[config.mk]
export PLATFORM = sky130hd
export DESIGN_NAME = vt52c_ctrl
export DESIGN_NICKNAME = d
export VERILOG_FILES = /design/src/hw/rtl/vt52c_pkg.sv /design/src/hw/rtl/vt52c_ctrl.sv
export SDC_FILE = /design/constraint.sdc
export NUM_CORES = 1
export LEC_CHECK = 0
export BUFFER_PORTS_ARGS = -buffer_cell sky130_fd_sc_hd__clkbuf_2
export CAP_MARGIN = 25
export CORE_AREA = 2 2 39 41
export CTS_BUF_LIST = sky130_fd_sc_hd__clkbuf_4 sky130_fd_sc_hd__clkbuf_8 sky130_fd_sc_hd__clkbuf_16
export CTS_CLUSTER_SIZE = 40
export DETAILED_ROUTE_END_ITERATION = 7
export DIE_AREA = 0 0 41 43
export SYNTH_ARGS = -nofsm -noshare
export SYNTH_HDL_FRONTEND = slang
export SYNTH_SLANG_ARGS = --single-unit
[constraint.sdc]
create_clock -name clk -period 1.2 [get_ports clk]
set_clock_uncertainty 0.05 [all_clocks]
set_input_delay 0.06 -clock clk [delete_from_list [all_inputs] [get_ports clk]]
set_output_delay 0.06 -clock clk [all_outputs]
set_load 0.1 [all_outputs]
[src/hw/rtl/vt52c_pkg.sv]
`timescale 1ns / 1ps
package vt52c_pkg;

  localparam int COLUMNS_DEF = 64;
  localparam int ROWS_DEF    = 32;

  typedef logic [1:0] job_t;
  localparam job_t JOB_NONE  = 2'd0;
  localparam job_t JOB_SHIFT = 2'd1;
  localparam job_t JOB_CLEAR = 2'd2;

  typedef struct packed {
    logic ld_item;
    logic decode;
    logic fin;
    logic sh_rd;
    logic sh_wr;
    logic ld_clr;
    logic clr_wr;
    logic step;
  } cmd_t;

  typedef struct packed {
    job_t job;
    logic sw_last;
    logic out_busy;
  } sts_t;

endpackage

[src/hw/rtl/vt52c_ctrl.sv]
`timescale 1ns / 1ps
module vt52c_ctrl (
  input  logic             clk,
  input  logic             rst_n,
  input  logic             in_valid,
  output logic             in_ready,
  input  vt52c_pkg::sts_t  sts,
  output vt52c_pkg::cmd_t  cmd
);

  localparam logic [2:0] S_INIT  = 3'd0;
  localparam logic [2:0] S_IDLE  = 3'd1;
  localparam logic [2:0] S_DEC   = 3'd2;
  localparam logic [2:0] S_SHRD  = 3'd3;
  localparam logic [2:0] S_SHWR  = 3'd4;
  localparam logic [2:0] S_LDCLR = 3'd5;
  localparam logic [2:0] S_CLR   = 3'd6;
  localparam logic [2:0] S_FIN   = 3'd7;

  logic [2:0] state_r, state_nxt;

  always_ff @(posedge clk) begin
    if (!rst_n) begin
      state_r <= S_INIT;
    end else begin
      state_r <= state_nxt;
    end
  end

  always_comb begin
    state_nxt = state_r;
    cmd       = '0;
    in_ready  = 1'b0;
    unique case (state_r)
      S_INIT: begin
        cmd.clr_wr = 1'b1;
        if (sts.sw_last) begin
          state_nxt = S_IDLE;
        end else begin
          cmd.step = 1'b1;
        end
      end
      S_IDLE: begin
        in_ready = !sts.out_busy;
        if (in_valid && !sts.out_busy) begin
          cmd.ld_item = 1'b1;
          state_nxt   = S_DEC;
        end
      end
      S_DEC: begin
        cmd.decode = 1'b1;
        case (sts.job)
          vt52c_pkg::JOB_SHIFT: state_nxt = S_SHRD;
          vt52c_pkg::JOB_CLEAR: state_nxt = S_CLR;
          default:              state_nxt = S_FIN;
        endcase
      end
      S_SHRD: begin
        cmd.sh_rd = 1'b1;
        state_nxt = S_SHWR;
      end
      S_SHWR: begin
        cmd.sh_wr = 1'b1;
        if (sts.sw_last) begin
          state_nxt = S_LDCLR;
        end else begin
          cmd.step  = 1'b1;
          state_nxt = S_SHRD;
        end
      end
      S_LDCLR: begin
        cmd.ld_clr = 1'b1;
        state_nxt  = S_CLR;
      end
      S_CLR: begin
        cmd.clr_wr = 1'b1;
        if (sts.sw_last) begin
          state_nxt = S_FIN;
        end else begin
          cmd.step = 1'b1;
        end
      end
      S_FIN: begin
        cmd.fin   = 1'b1;
        state_nxt = S_IDLE;
      end
      default: state_nxt = S_INIT;
    endcase
  end

endmodule

==> results_dict.tcl, run 1 <==
set metrics [dict create \
    outcome "finished with violations" \
    violations "setup timing" \
    clk_pin_slew_ps 40 \
    drtAntennaViolNets 0 \
    die_area_sq_mm 0.001763 \
    synth_seq_cells 3 \
    hold_class "in2reg" \
    synth-compound-area-share_pct 18.41 \
    via_per_inst 4.783 \
    multi_input_area_sq_um 309.0 \
    yosys_warnings 0 \
    wl_per_cell_um 12.41 \
    timing.rr.start "state_r[0]$_SDFFE_PN0P_" \
    power_mw 1.205 \
    vias 397 \
    synth_top_family_by_area "simple AND/OR/NAND/NOR gates" \
    io_pins 16 \
    rrSetupSlack_ps -20 \
    largest_reg_flops 3 \
    die_y_um 43 \
    dpl_worst_slack_ps -65.90 \
    power_leakage_nw 0.3519 \
    rsz0062_at_grt "true" \
    clockBufferDepth 2 \
    drt_iter0_markers 4 \
    power.density_mw_per_mm2 1546 \
    hold_viol_final 0 \
    start_kind "flop" \
    cp.required_ps 1090 \
    cts_made_buffers 3 \
    overflow 0 \
    synth_fa_ha_area_share_pct 0 \
    fill_cells 117 \
    cts_root_buffer "clkbuf_4" \
    netlist_area_sq_um 299.0 \
    seqCellArea_sq_um 71.32 \
    firstDrtPassIters 5 \
    top_register "state_r" \
    fmax_mhz 721.8 \
    peakVddDrop_uv 712.8 \
    drv_slew 0 \
    relSlewSlack_pct 77.26 \
    synth.area.mux_share_pct 0 \
    die_w_um 41 \
    hold_depth 2 \
    start_util_pct 21.61 \
    setup_slack_ps -185.5 \
    design.core.area_sq_mm 0.001384 \
    cp_max_fo 5 \
    place_congestion 0.8007 \
    ys_seq_area_share_pct 20.08 \
    min-delay-start "rst_n" \
    synth.distinct_cells 23 \
    track_usage_pct 15.13 \
    reg_top3 "state_r x3" \
    worst_skew_pair.late_latency_ps 230 \
    reg2reg_depth 4 \
    port_buffers 15 \
    cp-end-kind "output pin" \
    drc 0 \
    synthXorXnorAreaFrac_pct 0 \
    fin_util_pct 56.33 \
    syn_nets 43 \
    setup_violations 11 \
    rows 14 \
    grt_pass1_wl_um 1787 \
    n_antenna_cell 0 \
    routed_wl_um 1030 \
    grt_start_max_net_pins 8 \
    final_common_cell "buf_4" \
    antenna_found_initial 0 \
    cts_sinks 3 \
    path_cells "nor2_4 > inv_2 > nor3b_4 > and2_4 > buf_12" \
    worst_r2r_endpoint "state_r[2]$_SDFFE_PN0P_" \
    arrival_ps 1280 \
    synthSimpleGateAreaFrac_pct 50.63 \
    cts_tree "done" \
    nNetsFinal 75 \
    grt_pass1_vias 387 \
    maxCapViolCount 0 \
    dp.final_hpwl_um 690.8 \
    cpPeakStageDelay_ps 350 \
    slowest_stage "dfxtp_4" \
    syn_inst 36 \
    tightest_slew_ps 338.5 \
    drive_above_1_share_pct 89.55 \
    cts.htree.levels 1 \
    finalCritPeriodShare_pct 115.5 \
    final_cell_mix "buf_4, buf_12, clkbuf_2" \
    area_growth_syn_to_layout_pct 160.7 \
    worstSetupPathType "reg2out" \
    finalSetupTns_ps -1227 \
    syn_avg_cell_area_sq_um 8.307 \
    holdPathEnd "state_r[1]$_SDFFE_PN0P_" \
    fin_crit_ps 1385 \
]
-- per-stage QoR --
stage	instances	hold WS (ps)	area (sq um)
after floorplan	36	136.0	347.8
after global placement	73	265.9	618.1
after detailed placement	73	273.8	618.1
after CTS	82	28.93	749.5
after global routing	83	41.01	779.5
final	83	34.58	779.5
-- synthesized netlist by cell type --
| master | n | share of area (%) |
|---|---|---|
| a31oi_1 | 1 | 2.1 |
| inv_1 | 2 | 2.5 |
| or3_1 | 1 | 2.1 |
| a21oi_1 | 3 | 5.0 |
| nor4b_2 | 2 | 10 |
| and3b_1 | 1 | 2.9 |
| nor3_1 | 3 | 5.0 |
| a211oi_2 | 1 | 4.2 |
| nand2_1 | 3 | 3.8 |
| nor3b_2 | 1 | 4.2 |
| buf_6 | 1 | 3.8 |
| nor3_2 | 2 | 6.7 |
| nor2_4 | 1 | 3.8 |
| nor2b_1 | 2 | 4.2 |
| buf_2 | 2 | 3.3 |
| nor3b_1 | 1 | 2.5 |
| and3_1 | 1 | 2.1 |
| o221a_1 | 1 | 3.8 |
| dfxtp_1 | 3 | 20 |
| o211a_1 | 1 | 3.3 |
| and2_1 | 1 | 2.1 |
| nor2_1 | 1 | 1.3 |
| inv_2 | 1 | 1.3 |
-- critical path: cells and delay by family (launching register included) --
family | cells | cell delay, ps
AND/OR/NAND/NOR | 3 | 460
flip-flops | 1 | 350
buffers and inverters | 2 | 220
-- routing by layer --
metal | vias up | wire length (um) | track usage (%)
met5 | - | 0 | 0
met4 | 0 | 24 | 10.00
met3 | 4 | 56 | 1.571
met2 | 21 | 564 | 20.94
met1 | 179 | 385 | 21.09
li1 | 193 | - | -
-- cell type report --
class,instances,area share (%)
Timing Repair Buffer,30,43.34
Multi-Input combinational cell,27,39.65
Sequential cell,3,9.149
Clock buffer,4,3.852
Tap cell,16,2.568
Inverter,3,1.445
-- what timing repair did --
item | 4_1_cts | 5_1_grt
hold buffers | 0 | 0
buffers inserted | 5 | 1
resized for setup | 18 | 4
gates cloned | 0 | 0
pin swaps | 11 | 1
setup endpoints to repair | 11 | 12
-- power by group --
| part | internal, mW | total (mW) | switching (mW) |
|---|---|---|---|
| Combinational | 0.366 | 0.850 | 0.484 |
| Clock | 0.147 | 0.198 | 0.0510 |
| Sequential | 0.123 | 0.157 | 0.0342 |
-- logic make-up after synthesis --
kind of cell | after synthesis
buf+inv | 6
flops | 3
simple gates | 20
compound gates | 7
-- worst max-delay path by stage --
stage / slack (ps) / cells past startpoint / endpoint / start
floorplan: -830 / 5 / cmd[7] / state_r[2]$_SDFFE_PN0P_
detailed placement: -70 / 4 / state_r[1]$_SDFFE_PN0P_ / state_r[2]$_SDFFE_PN0P_
CTS: -190 / 5 / cmd[7] / state_r[2]$_SDFFE_PN0P_
global route: -220 / 5 / cmd[7] / state_r[2]$_SDFFE_PN0P_
finish: -190 / 5 / cmd[7] / state_r[2]$_SDFFE_PN0P_
global placement: -70 / 4 / state_r[0]$_SDFFE_PN0P_ / state_r[0]$_SDFFE_PN0P_
No activity file was read; power rests on OpenSTA's default activity.
==> run 2: changes to the inputs <==
--- a/config.mk
+++ b/config.mk
@@ -12,6 +12,7 @@
 export CTS_CLUSTER_SIZE = 40
 export DETAILED_ROUTE_END_ITERATION = 7
 export DIE_AREA = 0 0 41 43
+export MAX_ROUTING_LAYER = met4
 export SYNTH_ARGS = -nofsm -noshare
 export SYNTH_HDL_FRONTEND = slang
 export SYNTH_SLANG_ARGS = --single-unit
==> run 2 against run 1 <==
Net effect: register-to-register slack about the same; sequential power about the same; setup slack about the same; largest power group unchanged; the run still ends with setup timing left; core utilization unchanged; combinational power about the same; via count increased by 1.8%; hold slack got worse by 1.9 ps; flip-flop and latch count unchanged.
==> results_dict.tcl, run 2 (synthesis results as in run 1) <==
set metrics [dict create \
    start_util_pct 21.61 \
    cp.required_ps 1090 \
    power_leakage_nw 0.3519 \
    drive_above_1_share_pct 89.55 \
    relSlewSlack_pct 77.26 \
    crit_buf_inv 2 \
    arrival_ps 1280 \
    drtAntennaViolNets 0 \
    rsz0062_at_grt "true" \
    hold_viol_final 0 \
    worstSetupPathType "reg2out" \
    largest_reg_flops 3 \
    die_area_sq_mm 0.001763 \
    fin_util_pct 56.33 \
    port_buffers 15 \
    cpPeakStageDelay_ps 350 \
    track_usage_pct 15.50 \
    outcome "finished with violations" \
    drv_slew 0 \
    dp.final_hpwl_um 690.8 \
    firstDrtPassIters 4 \
    io_pins 16 \
    maxCapViolCount 0 \
    grt_pass1_vias 388 \
    worst_skew_pair.late_latency_ps 230 \
    routed_wl_um 1048 \
    drc 0 \
    seqCellArea_sq_um 71.32 \
    cts_made_buffers 3 \
    cp-end-kind "output pin" \
    antenna_found_initial 0 \
    cts_sinks 3 \
    area_growth_syn_to_layout_pct 160.7 \
    hold_buffers 0 \
    final_cell_mix "buf_4, buf_12, clkbuf_2" \
    fin_crit_ps 1386 \
    drt_iter0_markers 4 \
    via_per_inst 4.867 \
    cts_tree "done" \
    path_cells "nor2_4 > inv_2 > nor3b_4 > and2_4 > buf_12" \
    violations "setup timing" \
    setup_violations 11 \
    vias 404 \
    cts.htree.levels 1 \
    n_antenna_cell 0 \
    grt_start_max_net_pins 8 \
    peakVddDrop_uv 713.9 \
    slowest_stage "dfxtp_4" \
    final_common_cell "buf_4" \
    die_y_um 43 \
    cpLargestDelayFamily "simple AND/OR/NAND/NOR gates" \
    cts_root_buffer "clkbuf_4" \
    power.density_mw_per_mm2 1548 \
    multi_input_area_sq_um 309.0 \
    overflow 0 \
    clockBufferDepth 2 \
    cp_max_fo 5 \
    setup_slack_ps -185.7 \
    die_w_um 41 \
    nNetsFinal 75 \
    tightest_slew_ps 338.5 \
    grt_pass1_wl_um 1787 \
    start_kind "flop" \
    design.core.area_sq_mm 0.001384 \
    rows 14 \
    final_area_sq_um 779.5 \
    timing.hold.ws_ps 32.64 \
    hold_class "in2reg" \
    reg_top3 "state_r x3" \
    place_congestion 0.8122 \
    fill_cells 117 \
    top_register "state_r" \
    clk_pin_slew_ps 40 \
    fmax_mhz 721.6 \
    wl_per_cell_um 12.63 \
    finalCritPeriodShare_pct 115.5 \
    placed_area_sq_um 618.1 \
]
## run 2: through the flow
| step | setup WS [ps] | power (mW) | cells | TNS (ps) |
|---|---|---|---|---|
| global placement | -70.19 | 0.8757 | 73 | -113.6 |
| floorplan | -833.4 | 0.6232 | 36 | -3410 |
| CTS | -193.0 | 1.176 | 82 | -1189 |
| finish | -185.7 | 1.206 | 83 | -1229 |
| detailed placement | -65.90 | 0.8812 | 73 | -175.7 |
| global route | -216.4 | 1.259 | 83 | -1686 |
## run 2: cell type report
| cell class | count | area share [%] |
|---|---|---|
| timing repair buffer | 30 | 43.34 |
| multi-input combinational | 27 | 39.65 |
| sequential | 3 | 9.149 |
| clock buffer | 4 | 3.852 |
| tap | 16 | 2.568 |
| inverter | 3 | 1.445 |
## run 2: worst paths after layout
| check | from | to | slack (ps) | cells after the start |
|---|---|---|---|---|
| hold / removal | rst_n | state_r[1]$_SDFFE_PN0P_ | 30 | 2 |
| setup / recovery | state_r[2]$_SDFFE_PN0P_ | cmd[7] | -190 | 5 |
| setup reg to reg | state_r[0]$_SDFFE_PN0P_ | state_r[2]$_SDFFE_PN0P_ | -20 | 4 |
| hold reg to reg | state_r[1]$_SDFFE_PN0P_ | state_r[1]$_SDFFE_PN0P_ | 700 | 3 |
## run 2: timing repair
action,CTS,global route
hold endpoints to repair,0,0
endpoints found under the setup margin,11,12
pin swaps,11,1
gates resized for setup,18,4
buffers inserted,5,1
## run 2: metal layers
layer | part of all wire [%] | vias up | track usage (%)
met1 | 37 | 180 | 21.09
met5 | 0 | - | -
met3 | 5.9 | 10 | 1.571
met4 | 3.3 | 0 | 10.00
met2 | 53 | 21 | 20.94
li1 | - | 193 | -
## run 2: power by group
group / internal [mW] / switching (mW)
sequential: 0.123 / 0.0345
clock: 0.147 / 0.0512
combinational: 0.366 / 0.484
total: 0.636 / 0.570
